==> src/asd_pkg.sv <==
// asd_pkg: shared types and constants of the accelerometer step detector
// no dependencies; imported by every module of the block
package asd_pkg;

  localparam int unsigned AxisW   = 16;
  localparam int unsigned MagW    = 17;
  localparam int unsigned ThrW    = 17;
  localparam int unsigned IntvW   = 16;
  localparam int unsigned GainW   = 9;
  localparam int unsigned CountW  = 32;
  localparam int unsigned ClockW  = 32;
  localparam int unsigned DeltaW  = 16;
  localparam int unsigned CfgIdxW = 2;
  localparam int unsigned CfgDatW = 17;

  localparam logic [ThrW-1:0]  ThrReset  = ThrW'(1200);
  localparam logic [IntvW-1:0] IntvReset = IntvW'(280);
  localparam logic [GainW-1:0] GainReset = GainW'(8);
  // gain of one full unit, 256/256
  localparam logic [GainW-1:0] GainUnity = GainW'(256);

  // configuration register indexes
  typedef enum logic [CfgIdxW-1:0] {
    REG_THRESHOLD = 2'd0,
    REG_MIN_INTV  = 2'd1,
    REG_LP_GAIN   = 2'd2
  } cfg_reg_e;

  // item kinds
  typedef enum logic {
    CMD_SAMPLE = 1'b0,
    CMD_TIME   = 1'b1
  } cmd_e;

  typedef struct packed {
    logic [ThrW-1:0]  threshold;
    logic [IntvW-1:0] min_intv;
    logic [GainW-1:0] gain;
  } cfg_t;

  typedef struct packed {
    logic [MagW-1:0] lp_next;
    logic            hp_over;
  } filt_res_t;

endpackage

==> src/asd_cfg_regs.sv <==
// asd_cfg_regs: configuration register file of the step detector
// depends on asd_pkg
module asd_cfg_regs
  import asd_pkg::*;
(
  input  logic               clk_i,
  input  logic               rst_ni,
  input  logic               cfg_we_i,
  input  logic [CfgIdxW-1:0] cfg_idx_i,
  input  logic [CfgDatW-1:0] cfg_wdata_i,
  output cfg_t               cfg_o
);

  cfg_t cfg_q, cfg_d;

  // decode write, unknown indexes are dropped
  always_comb begin
    cfg_d = cfg_q;
    if (cfg_we_i) begin
      case (cfg_reg_e'(cfg_idx_i))
        REG_THRESHOLD: cfg_d.threshold = cfg_wdata_i[ThrW-1:0];
        REG_MIN_INTV:  cfg_d.min_intv  = cfg_wdata_i[IntvW-1:0];
        REG_LP_GAIN:   cfg_d.gain      = cfg_wdata_i[GainW-1:0];
        default:       cfg_d = cfg_q;
      endcase
    end
  end

  always_ff @(posedge clk_i or negedge rst_ni) begin
    if (!rst_ni) begin
      cfg_q.threshold <= ThrReset;
      cfg_q.min_intv  <= IntvReset;
      cfg_q.gain      <= GainReset;
    end else begin
      cfg_q <= cfg_d;
    end
  end

  assign cfg_o = cfg_q;

endmodule

==> src/asd_filter.sv <==
// asd_filter: magnitude, low-pass update and high-pass threshold test
// depends on asd_pkg; purely combinational, one sample per cycle
module asd_filter
  import asd_pkg::*;
(
  input  logic signed [AxisW-1:0] accel_x_i,
  input  logic signed [AxisW-1:0] accel_y_i,
  input  logic signed [AxisW-1:0] accel_z_i,
  input  logic [MagW-1:0]         lp_i,
  input  cfg_t                    cfg_i,
  output filt_res_t               res_o
);

  logic [AxisW-1:0]        abs_x, abs_y, abs_z;
  logic [MagW-1:0]         mag;
  logic signed [MagW:0]    diff;
  logic [GainW-1:0]        gain_eff;
  logic signed [27:0]      diff_w, gain_w, prod, prod_adj, step_q, lp_sum;
  logic [MagW-1:0]         lp_new;
  logic signed [MagW+1:0]  hp, thr_w;

  // absolute values; the most negative sample maps to 32768 unsigned
  assign abs_x = accel_x_i[AxisW-1] ? AxisW'(-accel_x_i) : AxisW'(accel_x_i);
  assign abs_y = accel_y_i[AxisW-1] ? AxisW'(-accel_y_i) : AxisW'(accel_y_i);
  assign abs_z = accel_z_i[AxisW-1] ? AxisW'(-accel_z_i) : AxisW'(accel_z_i);
  assign mag   = MagW'(abs_x) + MagW'(abs_y) + MagW'(abs_z);

  // low-pass step: (mag - lp) * gain / 256, truncated toward zero
  assign diff     = $signed({1'b0, mag}) - $signed({1'b0, lp_i});
  assign gain_eff = (cfg_i.gain > GainUnity) ? GainUnity : cfg_i.gain;
  assign diff_w   = {{(28-MagW-1){diff[MagW]}}, diff};
  assign gain_w   = {{(28-GainW){1'b0}}, gain_eff};
  assign prod     = diff_w * gain_w;
  assign prod_adj = prod + (prod[27] ? 28'sd255 : 28'sd0);
  assign step_q   = prod_adj >>> 8;
  assign lp_sum   = $signed({{(28-MagW){1'b0}}, lp_i}) + step_q;
  assign lp_new   = lp_sum[MagW-1:0];

  // high-pass level against threshold, signed compare
  assign hp    = $signed({2'b00, mag}) - $signed({2'b00, lp_new});
  assign thr_w = $signed({2'b00, cfg_i.threshold});

  assign res_o.lp_next = lp_new;
  assign res_o.hp_over = (hp > thr_w);

endmodule

==> src/accel_step_detector_top.sv <==
// accel_step_detector_top: step counter from 3-axis accelerometer words
// depends on asd_pkg, asd_cfg_regs and asd_filter
//
// Usage:
//   Input channel (in_valid_i / in_ready_o) carries one word per accepted
//   handshake: cmd_i = 0 is an acceleration sample (accel_*_i), cmd_i = 1
//   advances the millisecond clock by delta_ms_i.
//   Output channel (out_valid_o / out_ready_i) returns one word per input
//   word, in order: step_detected_o and the step count after that word.
//   Path: an accepted word sits in the input register, and its result is
//   registered in the result register once that register is free or
//   drains; out_valid_o then rises and the result can be taken.
//   Throughput: one word per cycle if not stalled; filter, threshold test
//   and state update all finish between the input and result registers.
//   Stall: while out_ready_i is low the result register holds, the input
//   register holds its word and in_ready_o drops once both are full.
//   Reset: rst_ni clears step count, low-pass level, last step time and
//   clock, and loads the default threshold, interval and gain.
//   Config port: write only while no word is in flight.
module accel_step_detector_top
  import asd_pkg::*;
(
  input  logic                    clk_i,
  input  logic                    rst_ni,
  // configuration
  input  logic                    cfg_we_i,
  input  logic [CfgIdxW-1:0]      cfg_idx_i,
  input  logic [CfgDatW-1:0]      cfg_wdata_i,
  // input words
  input  logic                    in_valid_i,
  output logic                    in_ready_o,
  input  logic                    cmd_i,
  input  logic signed [AxisW-1:0] accel_x_i,
  input  logic signed [AxisW-1:0] accel_y_i,
  input  logic signed [AxisW-1:0] accel_z_i,
  input  logic [DeltaW-1:0]       delta_ms_i,
  // result words
  output logic                    out_valid_o,
  input  logic                    out_ready_i,
  output logic                    step_detected_o,
  output logic [CountW-1:0]       step_total_o
);

  cfg_t      cfg;
  filt_res_t filt;

  logic                    in_valid_q;
  logic                    cmd_q;
  logic signed [AxisW-1:0] ax_q, ay_q, az_q;
  logic [DeltaW-1:0]       delta_q;

  logic [CountW-1:0] count_q, count_d;
  logic [MagW-1:0]   lp_q, lp_d;
  logic [ClockW-1:0] last_q, last_d;
  logic [ClockW-1:0] clock_q, clock_d;

  logic              out_valid_q;
  logic              det_q, det_d;
  logic [CountW-1:0] total_q;

  logic advance;
  logic interval_ok;

  asd_cfg_regs u_cfg (
    .clk_i       (clk_i),
    .rst_ni      (rst_ni),
    .cfg_we_i    (cfg_we_i),
    .cfg_idx_i   (cfg_idx_i),
    .cfg_wdata_i (cfg_wdata_i),
    .cfg_o       (cfg)
  );

  asd_filter u_filter (
    .accel_x_i (ax_q),
    .accel_y_i (ay_q),
    .accel_z_i (az_q),
    .lp_i      (lp_q),
    .cfg_i     (cfg),
    .res_o     (filt)
  );

  // handshake: word moves on when the result register is free or drains
  assign advance    = in_valid_q && (!out_valid_q || out_ready_i);
  assign in_ready_o = !in_valid_q || advance;

  // input register
  always_ff @(posedge clk_i or negedge rst_ni) begin
    if (!rst_ni) begin
      in_valid_q <= 1'b0;
    end else if (in_ready_o) begin
      in_valid_q <= in_valid_i;
    end
  end

  always_ff @(posedge clk_i) begin
    if (in_valid_i && in_ready_o) begin
      cmd_q   <= cmd_i;
      ax_q    <= accel_x_i;
      ay_q    <= accel_y_i;
      az_q    <= accel_z_i;
      delta_q <= delta_ms_i;
    end
  end

  // state update for the word in the input register
  assign interval_ok = (clock_q - last_q) > ClockW'(cfg.min_intv);

  always_comb begin
    count_d = count_q;
    lp_d    = lp_q;
    last_d  = last_q;
    clock_d = clock_q;
    det_d   = 1'b0;
    case (cmd_e'(cmd_q))
      CMD_TIME: begin
        clock_d = clock_q + ClockW'(delta_q);
      end
      CMD_SAMPLE: begin
        lp_d = filt.lp_next;
        if (filt.hp_over && interval_ok) begin
          det_d   = 1'b1;
          last_d  = clock_q;
          count_d = count_q + CountW'(1);
        end
      end
      default: begin
        det_d = 1'b0;
      end
    endcase
  end

  always_ff @(posedge clk_i or negedge rst_ni) begin
    if (!rst_ni) begin
      count_q <= '0;
      lp_q    <= '0;
      last_q  <= '0;
      clock_q <= '0;
    end else if (advance) begin
      count_q <= count_d;
      lp_q    <= lp_d;
      last_q  <= last_d;
      clock_q <= clock_d;
    end
  end

  // result register
  always_ff @(posedge clk_i or negedge rst_ni) begin
    if (!rst_ni) begin
      out_valid_q <= 1'b0;
    end else if (advance) begin
      out_valid_q <= 1'b1;
    end else if (out_ready_i) begin
      out_valid_q <= 1'b0;
    end
  end

  always_ff @(posedge clk_i) begin
    if (advance) begin
      det_q   <= det_d;
      total_q <= count_d;
    end
  end

  assign out_valid_o     = out_valid_q;
  assign step_detected_o = det_q;
  assign step_total_o    = total_q;

endmodule

==> config.mk <==
export PLATFORM = sky130hd
export DESIGN_NAME = accel_step_detector_top
export DESIGN_NICKNAME = d
export VERILOG_FILES = /design/src/asd_pkg.sv /design/src/asd_cfg_regs.sv /design/src/asd_filter.sv /design/src/accel_step_detector_top.sv
export SDC_FILE = /design/constraint.sdc
export NUM_CORES = 1
export LEC_CHECK = 0
export BUFFER_PORTS_ARGS = -buffer_cell sky130_fd_sc_hd__buf_2
export CORE_MARGIN = 8
export CORE_UTILIZATION = 55
export CTS_CLUSTER_SIZE = 30
export DETAILED_ROUTE_END_ITERATION = 6
export GPL_TIMING_DRIVEN = 0
export PLACE_DENSITY = 0.7
export SLEW_MARGIN = 10
export SYNTH_ARGS = -nofsm -noshare
export SYNTH_HDL_FRONTEND = slang
export SYNTH_SLANG_ARGS = --single-unit
==> constraint.sdc <==
create_clock -name clk_i -period 21.3 [get_ports clk_i]
set_input_delay 4.26 -clock clk_i [delete_from_list [all_inputs] [get_ports clk_i]]
set_output_delay 4.26 -clock clk_i [all_outputs]
set_load 0.03 [all_outputs]
==> results.toml, run 1 <==
[clock_network]
clock-sinks = 255
clk_latency_ns = 0.57
cts-hold-fix-buffers = 0
cts_resized = 0
htreeDepth = 1
cts.clk_slew.worst_paths_ns = 0.06
numCtsBuffers = 27
cts_root_buf = "clkbuf_16"
cts_tree = "built"
cts_setup_buffers = 0
max-clock-path-buffers = 3

[timing]
max-slew-margin-rel = 0.268
fin_skew_ns = 0.0311
tightest_slew_ns = 1.09
worst_slack_ns = 2.31
drv_slew = 0
setup_violations = 0
finalHoldViolCount = 0
max_freq_mhz = 52.7
tns_ns = 0
grt_setup_unrepaired = "false"
min_period_ns = 18.99
post-route-period-util = 0.892

[setup_path]
cp-end-kind = "flip-flop"
slowest_stage = "nor4_4"
arrival_ns = 19.46
path_buf_inv = 9
critPathMaxFanout = 10
worstPathRequired_ns = 21.77
crit_top_cell = "o21ai_0"
path_class = "flip-flop to flip-flop"
max_stage_delay_ns = 0.71
cpLargestDelayFamily = "compound AO/OA/AOI/OAI gates"
worstSetupStartpointType = "flip-flop"

[synthesis]
synth_area_leaders = "dfrtp_1 16%, fa_1 13%, edfxtp_1 12%"
syn_inst = 2539
ys_types = 80
synth.yosys.seq_area_share = 0.292
netlist_area_um2 = 23600
avgSynthCellArea_um2 = 9.28
synth_area_leader_cell = "dfrtp_1"
ys_ff_latch = 255
yosysTopAreaCellShare = 0.158
async_flop_share = 0.616
synth_top_flop_cell = "dfrtp_1"
ys_warn_count = 0
synth_nets = 2998
synth_edf_count = 98

[status]
status = "finished, final reports clean"

[finish]
final_common_cell = "inv_1"
utilization = 0.605
fin_area_um2 = 25800
mostFrequentLayoutCells = "324 x inv_1, 264 x nand2_1, 216 x ha_1"
fin_nets = 3151
area_delta_synth_final_pct = 9.63
drive_above_1_share = 0.0966

[placement]
io_buffer_count = 123
dpl_cell_area_um2 = 24900
dp_hpwl_mm = 44.8
post-place-ws_ns = 1.82
gp_routability_congestion = 0.918

[die]
fp-row-count = 76
die_w_um = 223
chipHeight_um = 223
core_area_um2 = 42700
io_pins = 124
dieArea_um2 = 49700
start_util = 0.552

[drt]
wl_mm = 55.7
viasPerCell = 5.63
first_iter_violations = 925
vias = 18371
ant_nets = 0
first_pass_iters = 5
wl_per_cell_um = 17.1
drc = 0

[grt]
overflow = 0
grt_usage = 0.222
grt_pass1_wl_mm = 91.9
grt_max_degree = 86
grt_pass1_vias = 18642
antenna_found_initial = 3

[flow_run]
drv_cap = 0

[hold_path]
worstHoldPathType = "flip-flop to flip-flop"
registers in the layout, indices dropped and copies added, names as in the netlist:
register         count
u_cfg.cfg_o         42
clock_q             32
count_q             32
last_q              32
step_total_o        32
lp_q                17
ax_q                16
ay_q                16
az_q                16
delta_q             16
cmd_q                1
in_valid_q           1
out_valid_o          1
step_detected_o      1
final timing paths:
path                                   from              end  slack (ns)  depth (start not counted)
worst max-delay path               ax_q[15]       last_q[18]        2.31                         69
worst min-delay path            count_q[29]      count_q[29]        0.50                          1
worst max register to register     ax_q[15]       last_q[18]        2.31                         69
worst min register to register  count_q[29]      count_q[29]        0.50                          1
max in group asynchronous            rst_ni  u_cfg.cfg_o[17]       16.76                          2
min in group asynchronous            rst_ni       count_q[9]        3.65                          1
through the flow:
step           hold slack, ns  instances
6_report                0.504       3261
5_1_grt                 0.524       3261
4_1_cts                 0.509       3259
3_5_place_dp            0.494       3209
3_3_place_gp            0.479       3208
2_1_floorplan           0.464       2539
synth_stat cells, drive strengths merged, types with 8 or more instances:
master	instances
inv	325
nand2	264
ha	216
o21ai	162
fa	154
nor2	154
dfrtp	149
xnor2	127
xor2	109
a21oi	103
edfxtp	98
nand3	54
nor3	52
a21o	47
clkbuf	47
and3	42
nand2b	36
nor2b	34
nor4	34
and2	32
mux2	31
buf	22
o21a	22
nand4	19
o31ai	17
or3	16
a21boi	14
o211ai	12
o21bai	12
a211oi	11
a211o	9
a31oi	9
o41ai	9
or2	9
a2111oi	8
dfstp	8
mux2i	8
routing by layer:
layer,global-route usage,wire (um)
met5,0,0
met4,0.0637,1420
met3,0.0272,2830
met2,0.380,26700
met1,0.294,24800
cell type report:
class | instances | area (um^2)
diodes | 2 | 5.00
plain buffers | 69 | 298
clock buffers | 36 | 749
clock inverters | 14 | 161
fillers | 3613 | 16900
inverters | 325 | 1220
multi-input cells | 1890 | 15200
flip-flops and latches | 255 | 6880
well taps | 546 | 683
repair buffers | 124 | 653
kinds of logic (layout without fill, tap and decap cells):
family          Yosys count  in the layout  share of synthesized area
other cells               0              2                          0
flops                   255            255                      0.292
simple gates            773            773                      0.161
compound gates          471            471                      0.129
fa+ha+maj               370            370                      0.246
buf+inv                 394            568                     0.0644
mux                      39             39                     0.0184
xor+xnor                237            237                     0.0887
Power of run 1 is left out: the tool's default activity adds up to more than one toggle a clock period on the data nets, which glitch-free logic cannot reach.
==> run 2, diff against run 1 <==
--- a/config.mk
+++ b/config.mk
@@ -6,6 +6,7 @@
 export NUM_CORES = 1
 export LEC_CHECK = 0
 export BUFFER_PORTS_ARGS = -buffer_cell sky130_fd_sc_hd__buf_2
+export CORE_ASPECT_RATIO = 0.5
 export CORE_MARGIN = 8
 export CORE_UTILIZATION = 55
 export CTS_CLUSTER_SIZE = 30
==> results.toml, run 2 (synthesized netlist as in run 1, its figures left out) <==
[die]
core_area_um2 = 42100
start_util = 0.559
io_pins = 124
dieArea_um2 = 50100
fp-row-count = 53
die_w_um = 309
chipHeight_um = 162

[flow_run]
drv_cap = 0

[timing]
tightest_slew_ns = 1.13
max-slew-margin-rel = 0.244
fin_skew_ns = 0.0202
tns_ns = 0
post-route-period-util = 0.897
drv_slew = 0
min_period_ns = 19.11
setup_violations = 0
max_freq_mhz = 52.3
grt_setup_unrepaired = "false"
finalHoldViolCount = 0

[setup_path]
arrival_ns = 19.58
cp-end-kind = "flip-flop"
critPathMaxFanout = 10
worstPathRequired_ns = 21.77
slowest_stage = "nor4_2"
max_stage_delay_ns = 0.95
crit_top_cell = "o21ai_0"
worstSetupStartpointType = "flip-flop"
path_class = "flip-flop to flip-flop"

[drt]
met2_length_mm = 26.7
met3_wirelength_mm = 2.06
drc = 0
first_iter_violations = 969
first_pass_iters = 5
wl_per_cell_um = 17.1
vias = 18247
viasPerCell = 5.54
highest_layer = "met4"
wl_met1_mm = 25.6
wl_mm = 56.2
ant_nets = 0

[finish]
fin_nets = 3151
drive_above_1_share = 0.0984
area_delta_synth_final_pct = 10.0
final_common_cell = "inv_1"
mostFrequentLayoutCells = "324 x inv_1, 264 x nand2_1, 216 x ha_1"
largest_reg_flops = 42

[clock_network]
cts-hold-fix-buffers = 0
cts_root_buf = "clkbuf_16"
cts_resized = 0
max-clock-path-buffers = 3
cts_tree = "built"
cts_setup_buffers = 0
htreeDepth = 1
clk_latency_ns = 0.56
numCtsBuffers = 27
cts.clk_slew.worst_paths_ns = 0.06
clock-sinks = 255

[hold_path]
worstHoldPathType = "flip-flop to flip-flop"

[grt]
overflow = 0
grt_pass1_wl_mm = 94.3
antenna_found_initial = 1
grt_usage = 0.228
grt_pass1_vias = 18422
grt_max_degree = 108

[placement]
gp_routability_congestion = 0.916
dp_hpwl_mm = 45.0
io_buffer_count = 123

[status]
status = "finished, final reports clean"
-- run 2: path summary, 6_finish.rpt --
path | start | end | slack (ns) | cells after the start
min in group asynchronous | rst_ni | clock_q[17] | 3.61 | 1
max reg2reg | ay_q[15] | last_q[28] | 2.19 | 72
min reg2reg | in_valid_q | out_valid_o | 0.51 | 1
max | ay_q[15] | last_q[28] | 2.19 | 72
max in group asynchronous | rst_ni | lp_q[9] | 16.80 | 2
min | in_valid_q | out_valid_o | 0.51 | 1
-- run 2: layout make-up --
type | instances | area (um^2)
antenna | 1 | 2.50
buffer | 69 | 298
clock buffer | 35 | 757
clock inverter | 15 | 213
fill | 3662 | 16200
inverter | 325 | 1220
multi-input combinational | 1890 | 15200
sequential | 255 | 6880
tap | 577 | 722
timing repair buffer | 124 | 653
-- run 2: metal layers --
layer	track usage	vias to the layer above
li1	-	8910
met1	0.309	8882
met2	0.387	361
met3	0.0222	94
met4	0.0720	0
met5	0	-
-- run 2: per-stage QoR --
| step | area (um^2) | hold WS, ns | std cells | utilization | worst slack (ns) |
|---|---|---|---|---|---|
| 6_report | 25900 | 0.506 | 3291 | 0.615 | 2.19 |
| 4_1_cts | 25900 | 0.505 | 3290 | 0.615 | 2.30 |
| 2_1_floorplan | 23600 | 0.464 | 2539 | - | 5.73 |
| 5_1_grt | 25900 | 0.522 | 3291 | 0.615 | 0.640 |
| 3_3_place_gp | 24900 | 0.478 | 3239 | 0.591 | 2.50 |
| 3_5_place_dp | 24900 | 0.489 | 3240 | 0.592 | 2.37 |
-- run 2: worst max-delay path, delay by kind of cell, from the launching register on --
kind / cells / cell delay, ns
buffers and inverters: 8 / 1.51
and+or+nand+nor: 14 / 2.83
DFF: 1 / 0.43
xor gates and xnor gates: 6 / 2.07
muxes: 1 / 0.41
adders and majority gates: 14 / 5.55
AOI/OAI and AO/OA: 29 / 6.19
Power of run 2 is left out for the same reason.
==> run 3, diff against run 2 <==
--- a/config.mk
+++ b/config.mk
@@ -7,7 +7,7 @@
 export LEC_CHECK = 0
 export BUFFER_PORTS_ARGS = -buffer_cell sky130_fd_sc_hd__buf_2
 export CORE_ASPECT_RATIO = 0.5
-export CORE_MARGIN = 8
+export CORE_MARGIN = 2
 export CORE_UTILIZATION = 55
 export CTS_CLUSTER_SIZE = 30
 export DETAILED_ROUTE_END_ITERATION = 6
==> results.toml, run 3 (synthesized netlist as in run 1, its figures left out) <==
[placement]
post-place-ws_ns = 2.50
io_buffer_count = 123
dp_hpwl_mm = 45.0
placed_cells = 3240
gp_routability_congestion = 0.905
dpl_cell_area_um2 = 24900

[die]
fp-row-count = 53
io_pins = 124
die_w_um = 297
dieArea_um2 = 44600
core_area_um2 = 42100
chipHeight_um = 150
start_util = 0.559

[setup_path]
worstSetupStartpointType = "flip-flop"
max_stage_delay_ns = 0.89
slowest_stage = "nor4_2"
path_class = "flip-flop to flip-flop"
critPathMaxFanout = 10
cp-end-kind = "flip-flop"
arrival_ns = 19.50
worstPathRequired_ns = 21.76

[timing]
post-route-period-util = 0.894
tns_ns = 0
tightest_slew_ns = 1.11
worst_slack_ns = 2.26
max-slew-margin-rel = 0.254
setup_violations = 0
max_freq_mhz = 52.5
min_period_ns = 19.04
grt_setup_unrepaired = "false"
drv_slew = 0
finalHoldViolCount = 0
fin_skew_ns = 0.0168

[grt]
antenna_found_initial = 3
grt_usage = 0.259
grt_max_degree = 111
grt_pass1_vias = 17964
grt_pass1_wl_mm = 92.2
overflow = 0

[drt]
viasPerCell = 5.55
ant_nets = 0
drc = 0
vias = 18261
wl_mm = 56.0
first_iter_violations = 1048
wl_per_cell_um = 17.0
first_pass_iters = 5

[flow_run]
drv_cap = 0

[finish]
instances_no_fill = 3290
final_common_cell = "inv_1"
fin_nets = 3150
area_delta_synth_final_pct = 9.53
mostFrequentLayoutCells = "324 x inv_1, 264 x nand2_1, 216 x ha_1"
fin_area_um2 = 25800
drive_above_1_share = 0.0981
largest_reg_flops = 42

[clock_network]
cts.clk_slew.worst_paths_ns = 0.07
htreeDepth = 1
numCtsBuffers = 26
clk_latency_ns = 0.54
cts_root_buf = "clkbuf_16"
max-clock-path-buffers = 3
cts_setup_buffers = 0
cts_resized = 0
clock-sinks = 255
cts_tree = "built"
cts-hold-fix-buffers = 0

[hold_path]
worstHoldPathType = "flip-flop to flip-flop"

[status]
status = "finished, final reports clean"
[run 3: cell count changes in the layout (fill, tap and decap cells not counted)]
cell,change
inv_6,-1
clkinv_1,+2
diode_2,+1
bufinv_16,-4
clkinv_4,+4
clkbuf_8,-2
clkinv_2,-3
clkinvlp_4,+3
clkinv_8,+1
inv_4,+2
clkbuf_1,-3
clkbuf_16,-1
[run 3: final timing paths]
check	from	to	slack, ns	cells past startpoint
max	ax_q[15]	last_q[26]	2.26	73
min	count_q[31]	count_q[31]	0.50	1
max reg2reg	ax_q[15]	last_q[26]	2.26	73
min reg2reg	count_q[31]	count_q[31]	0.50	1
max in group asynchronous	rst_ni	lp_q[7]	16.79	2
min in group asynchronous	rst_ni	last_q[18]	3.61	1
[run 3: cell type report]
cell class                 count  area [um^2]
inverter                     325         1220
clock buffer                  29          693
clock inverter                19          163
fill                        3651        16300
timing repair buffer         124          653
multi-input combinational   1890        15200
tap                          577          722
buffer                        69          298
antenna                        2         5.00
sequential                   255         6880
[run 3: per-layer routing]
metal	vias to the layer above	track usage	wire length, um	part of all wire
met2	373	0.434	26500	0.47
met4	2	0.0720	1490	0.027
met3	84	0.0226	2420	0.043
li1	8931	-	-	-
met5	-	0	18	0.00032
met1	8871	0.362	25600	0.46
[run 3: metrics by stage]
| step | utilization | hold slack [ns] |
|---|---|---|
| 2_1_floorplan | - | 0.464 |
| 3_3_place_gp | 0.591 | 0.479 |
| 3_5_place_dp | 0.592 | 0.488 |
| 4_1_cts | 0.612 | 0.500 |
| 5_1_grt | 0.613 | 0.533 |
| 6_report | 0.613 | 0.501 |
[run 3: worst max-delay path: cells and delay by family (launching register included)]
family	cells	cell delay, ns
flops	1	0.47
mux	1	0.38
compound gates	26	5.01
simple gates	16	3.36
fa+ha+maj	14	5.76
xor+xnor	6	2.29
buf+inv	10	1.68
Power of run 3 is left out for the same reason.
